**src/sv/mpcb_pkg.sv**
```systemverilog
// ----------------------------------------------------------------------------
// mpcb_pkg
// Shared widths, codes and controller/datapath interface types of the
// multi-axis proportional controller with bias compensation.
// ----------------------------------------------------------------------------
package mpcb_pkg;

    localparam int AXES          = 4;
    localparam int AXIS_BITS     = 2;
    localparam int FRAC_BITS     = 8;
    localparam int POS_BITS      = 16;
    localparam int DIFF_BITS     = POS_BITS + 1;
    localparam int MAG_BITS      = POS_BITS;
    localparam int SPEED_BITS    = 24;
    localparam int LIM_BITS      = 12;
    localparam int ACC_BITS      = 10;
    localparam int PWM_BITS      = 16;
    localparam int DUTY_BITS     = 8;
    localparam int PROD_BITS     = MAG_BITS + LIM_BITS;
    localparam int QUO_BITS      = LIM_BITS + FRAC_BITS;
    localparam int CAP_BITS      = LIM_BITS + FRAC_BITS;
    localparam int DIV_CNT_BITS  = 5;
    localparam int CFG_IDX_BITS  = 2;
    localparam int CFG_DATA_BITS = 16;
    localparam int IN_DATA_BITS  = AXES * POS_BITS;
    localparam int OUT_DATA_BITS = 40;

    localparam logic [CFG_IDX_BITS-1:0] REG_SPEED_LIMIT    = 2'd0;
    localparam logic [CFG_IDX_BITS-1:0] REG_ACCURACY_LIMIT = 2'd1;
    localparam logic [CFG_IDX_BITS-1:0] REG_PWM_SCALE      = 2'd2;

    localparam logic OP_LOAD   = 1'b0;
    localparam logic OP_SAMPLE = 1'b1;

    localparam logic [LIM_BITS-1:0] SPEED_LIMIT_RESET    = 12'd100;
    localparam logic [ACC_BITS-1:0] ACCURACY_LIMIT_RESET = 10'd2;
    localparam logic [PWM_BITS-1:0] PWM_SCALE_RESET      = 16'd256;

    typedef struct packed {
        logic                 load_tgt;
        logic                 load_pos;
        logic                 scan;
        logic                 scan_last;
        logic                 mul;
        logic                 div_init;
        logic                 div_step;
        logic                 ideal;
        logic                 pwm;
        logic                 drive_done;
        logic                 out_load;
        logic [AXIS_BITS-1:0] axis;
    } cmd_t;

    typedef struct packed {
        logic need_div;
        logic arrived;
        logic out_valid;
        logic out_free;
    } status_t;

endpackage

```
**src/sv/mpcb_ctrl.sv**
```systemverilog
// ----------------------------------------------------------------------------
// mpcb_ctrl
// Sequencer: walks the axes through scan, scaling division, bias and duty
// steps, and hands finished results to the output register.
// ----------------------------------------------------------------------------
module mpcb_ctrl (
    input  logic             aclk,
    input  logic             aresetn,
    input  logic             in_valid,
    input  logic             in_op,
    output logic             in_ready,
    input  mpcb_pkg::status_t st,
    output mpcb_pkg::cmd_t    cmd
);

    typedef enum logic [3:0] {
        S_IDLE, S_SCAN, S_CHECK, S_MUL, S_DIVI, S_DIV, S_IDEAL, S_PWM, S_OUT
    } state_t;

    localparam logic [mpcb_pkg::AXIS_BITS-1:0] LAST_AXIS =
        mpcb_pkg::AXIS_BITS'(mpcb_pkg::AXES - 1);
    localparam logic [mpcb_pkg::DIV_CNT_BITS-1:0] LAST_STEP =
        mpcb_pkg::DIV_CNT_BITS'(mpcb_pkg::QUO_BITS - 1);

    state_t                              state_reg, state_next;
    logic [mpcb_pkg::AXIS_BITS-1:0]      axis_reg, axis_next;
    logic [mpcb_pkg::DIV_CNT_BITS-1:0]   cnt_reg, cnt_next;
    logic                                last_axis;

    assign in_ready  = (state_reg == S_IDLE);
    assign last_axis = (axis_reg == LAST_AXIS);

    always_comb begin
        cmd            = '0;
        cmd.axis       = axis_reg;
        state_next     = state_reg;
        axis_next      = axis_reg;
        cnt_next       = cnt_reg;
        unique case (state_reg)
            S_IDLE: begin
                cmd.load_tgt = in_valid && (in_op == mpcb_pkg::OP_LOAD);
                cmd.load_pos = in_valid && (in_op == mpcb_pkg::OP_SAMPLE);
                if (cmd.load_pos) begin
                    state_next = S_SCAN;
                    axis_next  = '0;
                end
            end
            S_SCAN: begin
                cmd.scan      = 1'b1;
                cmd.scan_last = last_axis;
                if (last_axis) begin
                    state_next = S_CHECK;
                end else begin
                    axis_next = axis_reg + 1'b1;
                end
            end
            S_CHECK: begin
                axis_next  = '0;
                state_next = st.arrived ? S_OUT : S_MUL;
            end
            S_MUL: begin
                cmd.mul    = 1'b1;
                state_next = S_DIVI;
            end
            S_DIVI: begin
                cmd.div_init = 1'b1;
                cnt_next     = '0;
                state_next   = st.need_div ? S_DIV : S_IDEAL;
            end
            S_DIV: begin
                cmd.div_step = 1'b1;
                cnt_next     = cnt_reg + 1'b1;
                if (cnt_reg == LAST_STEP) begin
                    state_next = S_IDEAL;
                end
            end
            S_IDEAL: begin
                cmd.ideal  = 1'b1;
                state_next = S_PWM;
            end
            S_PWM: begin
                cmd.pwm        = 1'b1;
                cmd.drive_done = last_axis;
                if (last_axis) begin
                    state_next = S_OUT;
                end else begin
                    axis_next  = axis_reg + 1'b1;
                    state_next = S_MUL;
                end
            end
            S_OUT: begin
                cmd.out_load = st.out_free;
                if (st.out_free) begin
                    state_next = S_IDLE;
                end
            end
            default: begin
                state_next = S_IDLE;
            end
        endcase
    end

    always_ff @(posedge aclk) begin
        if (!aresetn) begin
            state_reg <= S_IDLE;
            axis_reg  <= '0;
            cnt_reg   <= '0;
        end else begin
            state_reg <= state_next;
            axis_reg  <= axis_next;
            cnt_reg   <= cnt_next;
        end
    end

`ifndef NO_ASSERTIONS
    a_out_load_valid: assert property (@(posedge aclk) disable iff (!aresetn)
        cmd.out_load |=> st.out_valid)
        else $error("loaded result not presented");
    a_div_bound: assert property (@(posedge aclk) disable iff (!aresetn)
        (state_reg == S_DIV) |-> (cnt_reg <= LAST_STEP))
        else $error("division ran past its steps");
    a_sample_scan: assert property (@(posedge aclk) disable iff (!aresetn)
        cmd.load_pos |=> (state_reg == S_SCAN) && (axis_reg == '0))
        else $error("sample did not start the scan");
`endif

endmodule

```
**src/sv/mpcb_datapath.sv**
```systemverilog
// ----------------------------------------------------------------------------
// mpcb_datapath
// Registers, stored axis state, shared multipliers, restoring divider and
// output register of the controller.
// ----------------------------------------------------------------------------
module mpcb_datapath (
    input  logic                                   aclk,
    input  logic                                   aresetn,
    input  mpcb_pkg::cmd_t                         cmd,
    output mpcb_pkg::status_t                      st,
    input  logic [mpcb_pkg::IN_DATA_BITS-1:0]      in_data,
    input  logic                                   cfg_we,
    input  logic [mpcb_pkg::CFG_IDX_BITS-1:0]      cfg_index,
    input  logic [mpcb_pkg::CFG_DATA_BITS-1:0]     cfg_data,
    output logic                                   out_valid,
    input  logic                                   out_ready,
    output logic [mpcb_pkg::OUT_DATA_BITS-1:0]     out_data,
    output logic                                   out_arrived
);

    localparam int AX  = mpcb_pkg::AXES;
    localparam int PB  = mpcb_pkg::POS_BITS;
    localparam int DB  = mpcb_pkg::DIFF_BITS;
    localparam int MB  = mpcb_pkg::MAG_BITS;
    localparam int SB  = mpcb_pkg::SPEED_BITS;
    localparam int FB  = mpcb_pkg::FRAC_BITS;
    localparam int QB  = mpcb_pkg::QUO_BITS;
    localparam int CB  = mpcb_pkg::CAP_BITS;
    localparam int LB  = mpcb_pkg::LIM_BITS;
    localparam int WB  = mpcb_pkg::PWM_BITS;
    localparam int UB  = mpcb_pkg::DUTY_BITS;
    localparam int PRB = mpcb_pkg::PROD_BITS;
    localparam int BSB = SB + 2;
    localparam int BDB = SB + 1;
    localparam int DPB = CB + WB;

    logic [mpcb_pkg::LIM_BITS-1:0] lim_reg;
    logic [mpcb_pkg::ACC_BITS-1:0] acc_reg;
    logic [WB-1:0]                 pwm_reg;

    logic signed [PB-1:0] target_reg [AX];
    logic signed [PB-1:0] pos_reg    [AX];
    logic signed [PB-1:0] prev_reg   [AX];
    logic signed [DB-1:0] diff_reg   [AX];
    logic signed [SB-1:0] ideal_reg  [AX];
    logic signed [SB-1:0] bias_reg   [2*AX];
    logic                 dir_reg    [AX];
    logic [UB-1:0]        duty_reg   [AX];
    logic                 pending_reg;
    logic                 arrived_reg;
    logic [MB-1:0]        maxabs_reg;
    logic [PRB-1:0]       prod_reg;
    logic [MB-1:0]        rem_reg;
    logic [QB-1:0]        shift_reg;
    logic [QB-1:0]        quo_reg;
    logic [CB-1:0]        mag_reg;
    logic                 out_valid_reg;
    logic                 out_arrived_reg;
    logic [mpcb_pkg::OUT_DATA_BITS-1:0] out_data_reg;
    logic [mpcb_pkg::OUT_DATA_BITS-1:0] out_pack;

    // scan step
    logic signed [PB-1:0]  s_pos, s_prev, s_tgt;
    logic signed [DB-1:0]  s_diff, s_moved;
    logic [MB-1:0]         s_absdiff;
    logic signed [BSB-1:0] s_bias_wide;
    logic signed [SB-1:0]  s_bias_sat;
    logic                  s_bias_sel;
    logic signed [SB-1:0]  s_ideal_old;

    // division step
    logic [MB:0]           d_trial;
    logic                  d_ge;

    // ideal and bias step
    logic signed [DB-1:0]  i_diff;
    logic [MB-1:0]         i_absdiff;
    logic signed [SB-1:0]  i_ideal;
    logic                  i_fwd;
    logic signed [BDB-1:0] i_biased, i_cap;
    logic signed [BDB-1:0] i_clamped;

    // pwm step
    logic [DPB-1:0]        p_prod;
    logic [DPB-FB-FB-1:0]  p_wide;
    logic [UB-1:0]         p_duty;

    localparam logic signed [BSB-1:0] SAT_HI = BSB'((64'sd1 <<< (SB - 1)) - 1);
    localparam logic signed [BSB-1:0] SAT_LO = -SAT_HI - BSB'(1);

    assign s_pos       = pos_reg[cmd.axis];
    assign s_prev      = prev_reg[cmd.axis];
    assign s_tgt       = target_reg[cmd.axis];
    assign s_diff      = DB'(s_tgt) - DB'(s_pos);
    assign s_absdiff   = s_diff[DB-1] ? MB'(-s_diff) : MB'(s_diff);
    assign s_moved     = DB'(s_pos) - DB'(s_prev);
    assign s_ideal_old = ideal_reg[cmd.axis];
    assign s_bias_sel  = !(s_ideal_old > 0);
    assign s_bias_wide = BSB'(s_ideal_old) - (BSB'(s_moved) <<< FB);
    assign s_bias_sat  = (s_bias_wide > SAT_HI) ? SB'(SAT_HI) :
                         (s_bias_wide < SAT_LO) ? SB'(SAT_LO) : SB'(s_bias_wide);

    assign d_trial = {rem_reg, shift_reg[QB-1]};
    assign d_ge    = (d_trial >= {1'b0, maxabs_reg});

    assign i_diff    = diff_reg[cmd.axis];
    assign i_absdiff = i_diff[DB-1] ? MB'(-i_diff) : MB'(i_diff);
    always_comb begin
        if (st.need_div) begin
            i_ideal = i_diff[DB-1] ? -SB'(quo_reg) : SB'(quo_reg);
        end else begin
            i_ideal = SB'(i_diff) <<< FB;
        end
    end
    assign i_fwd     = (i_ideal > 0);
    assign i_biased  = BDB'(i_ideal) + BDB'(bias_reg[{cmd.axis, !i_fwd}]);
    assign i_cap     = BDB'({lim_reg, {FB{1'b0}}});
    assign i_clamped = (i_biased > i_cap) ? i_cap :
                       (i_biased < -i_cap) ? -i_cap : i_biased;

    assign p_prod = DPB'(mag_reg) * DPB'(pwm_reg);
    assign p_wide = p_prod[DPB-1:FB+FB];
    assign p_duty = (p_wide > (DPB-FB-FB)'({UB{1'b1}})) ? {UB{1'b1}} : UB'(p_wide);

    assign st.need_div  = (maxabs_reg > MB'(lim_reg));
    assign st.arrived   = arrived_reg;
    assign st.out_valid = out_valid_reg;
    assign st.out_free  = !out_valid_reg || out_ready;

    always_comb begin
        out_pack = '0;
        for (int i = 0; i < AX; i++) begin
            out_pack[i]               = dir_reg[i];
            out_pack[AX + i*UB +: UB] = duty_reg[i];
        end
    end

    always_ff @(posedge aclk) begin
        if (!aresetn) begin
            lim_reg <= mpcb_pkg::SPEED_LIMIT_RESET;
            acc_reg <= mpcb_pkg::ACCURACY_LIMIT_RESET;
            pwm_reg <= mpcb_pkg::PWM_SCALE_RESET;
        end else if (cfg_we) begin
            case (cfg_index)
                mpcb_pkg::REG_SPEED_LIMIT:    lim_reg <= cfg_data[LB-1:0];
                mpcb_pkg::REG_ACCURACY_LIMIT: acc_reg <= cfg_data[mpcb_pkg::ACC_BITS-1:0];
                mpcb_pkg::REG_PWM_SCALE:      pwm_reg <= cfg_data[WB-1:0];
                default: ;
            endcase
        end
    end

    always_ff @(posedge aclk) begin
        if (!aresetn) begin
            for (int i = 0; i < AX; i++) begin
                target_reg[i] <= '0;
                prev_reg[i]   <= '0;
                ideal_reg[i]  <= '0;
                dir_reg[i]    <= 1'b0;
                duty_reg[i]   <= '0;
            end
            for (int i = 0; i < 2*AX; i++) begin
                bias_reg[i] <= '0;
            end
            pending_reg <= 1'b0;
        end else begin
            if (cmd.load_tgt) begin
                for (int i = 0; i < AX; i++) begin
                    target_reg[i] <= in_data[i*PB +: PB];
                end
            end
            if (cmd.scan) begin
                if (pending_reg) begin
                    bias_reg[{cmd.axis, s_bias_sel}] <= s_bias_sat;
                end
                prev_reg[cmd.axis] <= s_pos;
                if (cmd.scan_last) begin
                    pending_reg <= 1'b0;
                end
            end
            if (cmd.ideal) begin
                ideal_reg[cmd.axis] <= i_ideal;
                dir_reg[cmd.axis]   <= i_fwd;
            end
            if (cmd.pwm) begin
                duty_reg[cmd.axis] <= p_duty;
            end
            if (cmd.drive_done) begin
                pending_reg <= 1'b1;
            end
        end
    end

    always_ff @(posedge aclk) begin
        if (cmd.load_pos) begin
            for (int i = 0; i < AX; i++) begin
                pos_reg[i] <= in_data[i*PB +: PB];
            end
            maxabs_reg  <= '0;
            arrived_reg <= 1'b1;
        end
        if (cmd.scan) begin
            diff_reg[cmd.axis] <= s_diff;
            if (s_absdiff > maxabs_reg) begin
                maxabs_reg <= s_absdiff;
            end
            if (s_absdiff > MB'(acc_reg)) begin
                arrived_reg <= 1'b0;
            end
        end
        if (cmd.mul) begin
            prod_reg <= PRB'(i_absdiff) * PRB'(lim_reg);
        end
        if (cmd.div_init) begin
            rem_reg   <= prod_reg[PRB-1:PRB-MB];
            shift_reg <= {prod_reg[PRB-MB-1:0], {FB{1'b0}}};
            quo_reg   <= '0;
        end
        if (cmd.div_step) begin
            rem_reg   <= d_ge ? MB'(d_trial - {1'b0, maxabs_reg}) : MB'(d_trial);
            shift_reg <= {shift_reg[QB-2:0], 1'b0};
            quo_reg   <= {quo_reg[QB-2:0], d_ge};
        end
        if (cmd.ideal) begin
            mag_reg <= i_clamped[BDB-1] ? CB'(-i_clamped) : CB'(i_clamped);
        end
    end

    always_ff @(posedge aclk) begin
        if (!aresetn) begin
            out_valid_reg <= 1'b0;
        end else if (cmd.out_load) begin
            out_valid_reg <= 1'b1;
        end else if (out_ready) begin
            out_valid_reg <= 1'b0;
        end
    end

    always_ff @(posedge aclk) begin
        if (cmd.out_load) begin
            out_arrived_reg <= arrived_reg;
            out_data_reg    <= out_pack;
        end
    end

    assign out_valid   = out_valid_reg;
    assign out_data    = out_data_reg;
    assign out_arrived = out_arrived_reg;

`ifndef NO_ASSERTIONS
    a_pending_after_drive: assert property (@(posedge aclk) disable iff (!aresetn)
        cmd.drive_done |=> pending_reg)
        else $error("drive did not leave a pending bias update");
    a_no_drive_arrived: assert property (@(posedge aclk) disable iff (!aresetn)
        cmd.mul |-> !arrived_reg)
        else $error("drive computed although all axes arrived");
    a_div_rem: assert property (@(posedge aclk) disable iff (!aresetn)
        $past(cmd.div_init) && st.need_div |-> (rem_reg < maxabs_reg))
        else $error("scaled quotient exceeds its width");
`endif

endmodule

```
**src/sv/multi_axis_p_control_bias.sv**
```systemverilog
// ----------------------------------------------------------------------------
// multi_axis_p_control_bias
// Four-axis proportional position controller with learned direction bias.
// ----------------------------------------------------------------------------
// One item at a time. A target load (tuser 0) gives no result. A position
// sample (tuser 1) is accepted, scanned axis by axis and checked; when all
// axes have arrived it goes straight to the output, otherwise each axis in
// turn is multiplied, scaled, biased and turned into a duty value. The
// speed is scaled by the shared restoring divider (one quotient bit a cycle)
// when the largest error exceeds the speed limit. The result enters the
// output register once a previous result there is taken. The output register
// holds a result while the next item is accepted.
module multi_axis_p_control_bias (
    input  logic        aclk,
    input  logic        aresetn,
    input  logic        s_tvalid,
    output logic        s_tready,
    // pos_first_x, pos_first_y, pos_second_x, pos_second_y
    input  logic [mpcb_pkg::IN_DATA_BITS-1:0]  s_tdata,
    // opcode
    input  logic        s_tuser,
    output logic        m_tvalid,
    input  logic        m_tready,
    // dir_first_x, dir_first_y, dir_second_x, dir_second_y,
    // duty_first_x, duty_first_y, duty_second_x, duty_second_y, zero pad
    output logic [mpcb_pkg::OUT_DATA_BITS-1:0] m_tdata,
    // arrived
    output logic        m_tuser,
    input  logic        cfg_valid,
    output logic        cfg_ready,
    input  logic [mpcb_pkg::CFG_IDX_BITS-1:0]  cfg_index,
    input  logic [mpcb_pkg::CFG_DATA_BITS-1:0] cfg_data
);

    mpcb_pkg::cmd_t    cmd;
    mpcb_pkg::status_t st;

    assign cfg_ready = 1'b1;

    mpcb_ctrl u_ctrl (
        .aclk     (aclk),
        .aresetn  (aresetn),
        .in_valid (s_tvalid),
        .in_op    (s_tuser),
        .in_ready (s_tready),
        .st       (st),
        .cmd      (cmd)
    );

    mpcb_datapath u_datapath (
        .aclk        (aclk),
        .aresetn     (aresetn),
        .cmd         (cmd),
        .st          (st),
        .in_data     (s_tdata),
        .cfg_we      (cfg_valid),
        .cfg_index   (cfg_index),
        .cfg_data    (cfg_data),
        .out_valid   (m_tvalid),
        .out_ready   (m_tready),
        .out_data    (m_tdata),
        .out_arrived (m_tuser)
    );

endmodule

```
**config.mk**
```make
export PLATFORM = sky130hd
export DESIGN_NAME = multi_axis_p_control_bias
export DESIGN_NICKNAME = d
export VERILOG_FILES = /design/src/sv/mpcb_pkg.sv /design/src/sv/mpcb_ctrl.sv /design/src/sv/mpcb_datapath.sv /design/src/sv/multi_axis_p_control_bias.sv
export SDC_FILE = /design/constraint.sdc
export NUM_CORES = 2
export LEC_CHECK = 0
export BUFFER_PORTS_ARGS = -buffer_cell sky130_fd_sc_hd__buf_4
export CAP_MARGIN = 10
export CORE_MARGIN = 2
export CORE_UTILIZATION = 30
export CTS_CLUSTER_DIAMETER = 30
export DETAILED_ROUTE_END_ITERATION = 7
export GPL_TIMING_DRIVEN = 0
export SETUP_SLACK_MARGIN = 0.02
export SYNTH_ARGS = -nofsm -noshare
export SYNTH_HDL_FRONTEND = slang
export SYNTH_SLANG_ARGS = --single-unit
```
**constraint.sdc**
```tcl
create_clock -name aclk -period 10.7 [get_ports aclk]
set_clock_uncertainty 0.1 [all_clocks]
set_input_delay 1.605 -clock aclk [delete_from_list [all_inputs] [get_ports aclk]]
set_output_delay 1.605 -clock aclk [all_outputs]
set_load 0.02 [all_outputs]
```
Yosys cells after proc, flatten, opt, wreduce, memory -nomap -nowiden
Memories as Yosys holds them, arrays and structs flattened. A register that Yosys moved wholly into a read port is not among the register bits.
Cells that the tools add are included.
{ "totals": {"input_bits": 88, "ff_bits": 165, "n_memories": 8, "ramBits": 584, "output_inout_bits": 44, "word_cells": 195} }
{ "mem_list": {"columns": ["memory", "words", "word_bits", "rd", "rd_clocked_by_memory_dff", "wr", "line", "rtl"], "rows": [
  ["u_datapath.bias_reg", 8, 24, 1, 0, 8, "mpcb_datapath.sv:46", "logic signed [SB-1:0] bias_reg [2*AX];"],
  ["u_datapath.ideal_reg", 4, 24, 1, 1, 4, "mpcb_datapath.sv:45", "logic signed [SB-1:0] ideal_reg [AX];"],
  ["u_datapath.diff_reg", 4, 17, 1, 1, 1, "mpcb_datapath.sv:44", "logic signed [DB-1:0] diff_reg [AX];"],
  ["u_datapath.pos_reg", 4, 16, 1, 1, 4, "mpcb_datapath.sv:42", "logic signed [PB-1:0] pos_reg [AX];"],
  ["u_datapath.prev_reg", 4, 16, 1, 1, 4, "mpcb_datapath.sv:43", "logic signed [PB-1:0] prev_reg [AX];"],
  ["u_datapath.target_reg", 4, 16, 1, 1, 4, "mpcb_datapath.sv:41", "logic signed [PB-1:0] target_reg [AX];"],
  ["2 more memories", null, null, null, null, null, null, null]
]} }
{ "op_classes": {"n_mux": 97, "n_bitwise": 5, "eq_ne": 17, "n_reduce_logical": 26, "order_cmp": 11, "mul": 2, "add_sub_neg": 12} }
{ "op_table": {"columns": ["cell", "n"], "rows": [
  ["$mux 16", 13],
  ["$mux 24", 6],
  ["$mux 20", 5],
  ["$mux 25", 2],
  ["$gt 24x1->1 const B", 2],
  ["$reduce_or 24->1", 2],
  ["$mux 2", 20],
  ["$mux 1", 39],
  ["$mul 20x16->36", 1],
  ["$pmux 4 s9", 1],
  ["$sub 16x16->17", 2],
  ["$neg 16->16", 2],
  ["$mul 16x12->28", 1],
  ["$gt 26x24->1 const B", 1],
  ["$lt 26x24->1 const B", 1],
  ["$sub 24x25->26", 1],
  ["$add 24x24->25", 1],
  ["$gt 25x21->1", 1],
  ["$lt 25x25->1", 1],
  ["$neg 20->25", 1],
  ["$mux 4", 6],
  ["$neg 20->24", 1],
  ["$gt 20x8->1 const B", 1],
  ["$neg 20->20", 1],
  ["other kinds (36)", 58]
]} }

Logic depth before layout (Yosys ltp)
An unclocked memory read counts as a cell.
{ "depth": {"word_depth": 12, "depth_mapped": 46, "ltp_nobuf": 40} }

Hierarchy
A second synthesis with hierarchy kept.
{ "unflattened": {"cells_unflattened": 5021, "hier_area_um2": 55358.1} }
{ "by_module_without_submodules": {"columns": ["mod", "instances", "cells_per_inst", "seq_area_each_um2", "area_each_um2"], "rows": [
  ["mpcb_datapath", 1, 4922, 22641.7, 54589.9],
  ["mpcb_ctrl", 1, 97, 220.2, 757.0],
  ["multi_axis_p_control_bias", 1, 2, 0.0, 11.3]
]} }

Least setup slack after synthesis
No wires, ideal clock.
{ "synth_path": {"path_type": "register -> register", "from": "reg u_datapath.lim_reg[1] in the netlist's numbering", "to": "reg u_datapath.mag_reg[16], data pin", "required_ns": 10.334, "period_less_slack_ns": 9.910, "arrival_ns": 9.544, "stages_incl_launch_ff": 43, "n_path_buf": 5, "setup_time_ns": 0.266, "slack_ns": 0.790, "cell_sequence": "dfxtp_1 -> clkbuf_1 -> inv_1 -> ha_1 -> nor2b_1 -> o21a_1 -> o21a_1 -> o21a_1 -> o21ai_1 -> a21oi_1 -> nor2_2 -> clkbuf_1 -> a211o_1 -> a21boi_0 -> nand4_1 -> o31ai_4 -> buf_2 -> mux2_1 -> [... 7 more ...] -> xor2_1 -> ha_1 -> a2111oi_0 -> o21ai_0 -> o21ai_0 -> a21oi_1 -> o31ai_1 -> a31o_1 -> clkbuf_1 -> buf_2 -> nor2_1 -> nand2_1 -> ha_1 -> o31ai_1 -> o21bai_1 -> or2_1 -> o41ai_1 -> xnor2_1"} }
{ "synth_via": {"elab_chain_len": 11, "elab_cells_between_ends": 13, "classes_between": "add/sub: 3; order compare: 4; mux: 4; reduce/logical: 1; memory: 1"} }
{ "synth_rtl": {"columns": ["element", "line", "rtl"], "rows": [
  ["start, declared", "mpcb_datapath.sv:37", "logic [mpcb_pkg::LIM_BITS-1:0] lim_reg;"],
  ["start signal, assigned", "mpcb_datapath.sv:140", "lim_reg <= mpcb_pkg::SPEED_LIMIT_RESET;"],
  ["start signal, assigned", "mpcb_datapath.sv:145", "mpcb_pkg::REG_SPEED_LIMIT: lim_reg <= cfg_data[LB-1:0];"],
  ["$gt 16x12->1", "mpcb_datapath.sv:125", "assign st.need_div = (maxabs_reg > MB'(lim_reg));"],
  ["$mux 24", "mpcb_datapath.sv:109", "if (st.need_div) begin"],
  ["$gt 24x1->1", "mpcb_datapath.sv:115", "assign i_fwd = (i_ideal > 0);"],
  ["$logic_not 1->1", "mpcb_datapath.sv:116", "assign i_biased = BDB'(i_ideal) + BDB'(bias_reg[{cmd.axis, !i_fwd}]);"],
  ["$mem_v2 8x24", null, null],
  ["$add 24x24->25", "mpcb_datapath.sv:116", null],
  ["$lt 25x25->1", "mpcb_datapath.sv:119", "(i_biased < -i_cap) ? -i_cap : i_biased;"],
  ["$mux 25", "mpcb_datapath.sv:119", null],
  ["$mux 25 (*)", "mpcb_datapath.sv:118", "assign i_clamped = (i_biased > i_cap) ? i_cap :"],
  ["$neg 20->20", "mpcb_datapath.sv:225", "mag_reg <= i_clamped[BDB-1] ? CB'(-i_clamped) : CB'(i_clamped);"],
  ["$mux 20 (*)", "mpcb_datapath.sv:225", null],
  ["end signal, assigned", "mpcb_datapath.sv:225", null],
  ["end, declared", "mpcb_datapath.sv:56", "logic [CB-1:0] mag_reg;"]
]} }
Every way passes the cells marked *; elsewhere a longest branch is shown, timed or not.
A chain may end at the register's enable or synchronous reset.

Final worst setup path
{ "layout_path": {"from": "reg u_datapath.lim_reg[10] in the netlist's numbering", "to": "reg u_datapath.mag_reg[14], data pin"} }
Same word-level chain as after synthesis.

==> results.txt <==
CTS tree -> built
Internal -> 0.0133 W
Synth area leaders -> edfxtp_1 (39%), fa_1 (14%), ha_1 (7.6%), nand2_1 (4.4%), inv_1 (4.0%)
Worst Tran Pin Value -> 1230 ps
Fin. Hold Viols -> 0
IO Port Bufs -> 126
number of global-route vias before repair -> 41352
Worst setup EP type -> flop
Via-to-Cell Ratio -> 4.95
number of remaining DRC errors -> 0
period utilisation layout -> 97.0%
Worst path top cell family by delay -> compound AO/OA/AOI/OAI gates
LEAKAGE -> 27.6 nW
Placed Cells incl. Taps -> 7801
ANT nets after route -> 0
Die Ht -> 433 um
met1 Resource Use GR -> 22.5%
EDFF count, synth -> 714
initial antenna violation count -> 4
share of post-route cells with drive strength above 1 -> 13.2%
via count -> 40432
Skew-Pair Late Insertion Delay -> 810 ps
M2 GR Usage -> 27.8%
synthesized flop and latch total -> 787
register area share after synthesis -> 41.4%
DRT Pass-1 Iters -> 7
Commonest cells post-synth -> edfxtp_1 (714), nand2_1 (655), inv_1 (588), nor2_1 (452), fa_1 (394)
outcome -> finished, final reports clean
Pwr Total -> 0.0240 W
sequential power share -> 17.5%
Combinational Power Share -> 59.4%
Die Area -> 188000 um^2
Clock transition at path regs -> 50 ps
RD Place Congestion -> 0.883
WL final -> 160000 um
Synth top area share -> 38.8%
final max-slew violation count -> 0
Layout area overhead -> 20.7%
hpwl dp -> 120000 um
RSZ-0062 raised after global routing -> no
Worst Hold Class -> flop to flop
sw power -> 0.0106 W
busiest grt layer -> met2
drt initial violations -> 3632
endpoints failing setup -> 0
CTS Buffer Depth -> 3
yosys warns -> 0
Tmin final -> 10380 ps
Worst Path Max Fanout -> 10
post-synth cell types -> 93
max_cap viols -> 0
switching share of total power -> 44.4%
root buffer cell -> clkbuf_16
cell mode on critical path -> ha_1
Ports -> 132
post-layout instance count excluding filler cells -> 8170
grt met3 use -> 3.23%
final setup margin -> 321 ps
H-tree levels -> 4
CORE AREA -> 183000 um^2
Num CTS Buffers -> 181
Max VDD drop -> 0.000606 V
Mean Syn Cell Area -> 10.6 um^2
grt ovf -> 0
first-pass GRT wire length -> 245000 um
most common cell in the netlist -> edfxtp_1
Final nets -> 6365
clk sinks -> 787
Slowest cell on crit path -> or4_4
Initial Util -> 30.2%
max FFs per register -> 192
Yosys top cell by area -> edfxtp_1
Worst slew margin -> 17.8%
row count -> 157
fillers -> 18083
die width -> 433 um
CP required -> 11100 ps
per-cell routed wire length -> 19.5 um
Cells after Synth -> 5198
FMAX -> 96.3 MHz
Synth Flop Type -> edfxtp_1
largest net degree at the start of global routing -> 65
worst slack, placed -> -2940 ps
asr flop ratio synth -> 0%
Mapped Area -> 55300 um^2
clock power share -> 23.1%
Worst Path Buf+Inv -> 8
GRT Total Usage -> 17.1%
pwr/cell area -> 359 nW/um^2
Startpoint Class -> flop
CP max stage delay -> 560 ps
Critical Path AT -> 10780 ps
crit path kind -> flop to flop
[stage by stage]
step / utilization [%] / cell area (um^2) / hold slack [ps] / TNS, ps
floorplan: - / 55300 / 300 / 0
global placement: 32.4 / 59300 / 304 / -160040
detailed placement: 32.5 / 59600 / 305 / -181910
CTS: 36.2 / 66300 / 317 / 0
global route: 36.5 / 66700 / 326 / 0
finish: 36.5 / 66700 / 316 / 0
[path summary, 6_finish.rpt]
path	start	endpoint	slack [ps]	depth (start not counted)
worst max-delay path	u_datapath.lim_reg[10]	u_datapath.mag_reg[14]	320	41
worst min-delay path	u_datapath.duty_reg[3][0]	m_tdata[28]	320	0
worst max register to register	u_datapath.lim_reg[10]	u_datapath.mag_reg[14]	320	41
worst min register to register	u_datapath.duty_reg[3][0]	m_tdata[28]	320	0
[per-layer routing]
metal  wire length (um)  vias up
met5                  0        -
met4               5540        0
met3              11700      263
met2              75800     1552
met1              66700    20120
li1                   -    18497
[placed cells by master (no fill, tap or decap), drive strengths merged, types with 58 or more instances in the layout]
master,count
edfxtp,714
nand2,655
inv,599
nor2,453
clkbuf,426
fa,394
ha,336
o21ai,332
and2,235
buf,200
a21oi,154
xnor2,109
mux2i,91
clkinv,85
mux2,80
dfxtp,73
mux4,64
xor2,58
[kinds of logic after synthesis]
| family | after synthesis | synth area share [%] |
|---|---|---|
| adder cells (fa/ha/maj) | 730 | 21.9 |
| buffers and inverters | 845 | 5.85 |
| AO/OA/AOI/OAI | 801 | 8.86 |
| XOR/XNOR | 167 | 2.65 |
| multiplexers | 235 | 5.91 |
| flip-flops | 787 | 41.4 |
| other | 2 | 0.0136 |
| AND/OR/NAND/NOR | 1631 | 13.4 |
[power by group through the flow]
stage	Sequential (W)	Clock (W)	Combinational (W)
after floorplan	0.00419	0	0.00997
after global placement	0.00423	0	0.0132
after detailed placement	0.00423	0	0.0135
after CTS	0.00419	0.00560	0.0139
after global routing	0.00420	0.00577	0.0159
final	0.00419	0.00554	0.0142
[layout make-up]
cell class	count	area (um^2)	share of cell area (%)
well taps	2464	3080	4.62
clock inverters	124	1460	2.18
flip-flops and latches	787	22900	34.3
clock buffers	217	4810	7.21
plain buffers	244	1100	1.64
repair buffers	169	1460	2.18
diodes	1	2.50	0.00375
multi-input cells	3569	29700	44.5
inverters	595	2250	3.37
[what timing repair did]
action / in CTS / in global routing
gates resized for setup: 105 / 69
endpoints found under the setup margin: 223 / 186
hold buffers: 0 / 0
pin swaps: 3 / 6
setup buffers: 5 / 24
No activity file was read; power rests on OpenSTA's default activity.
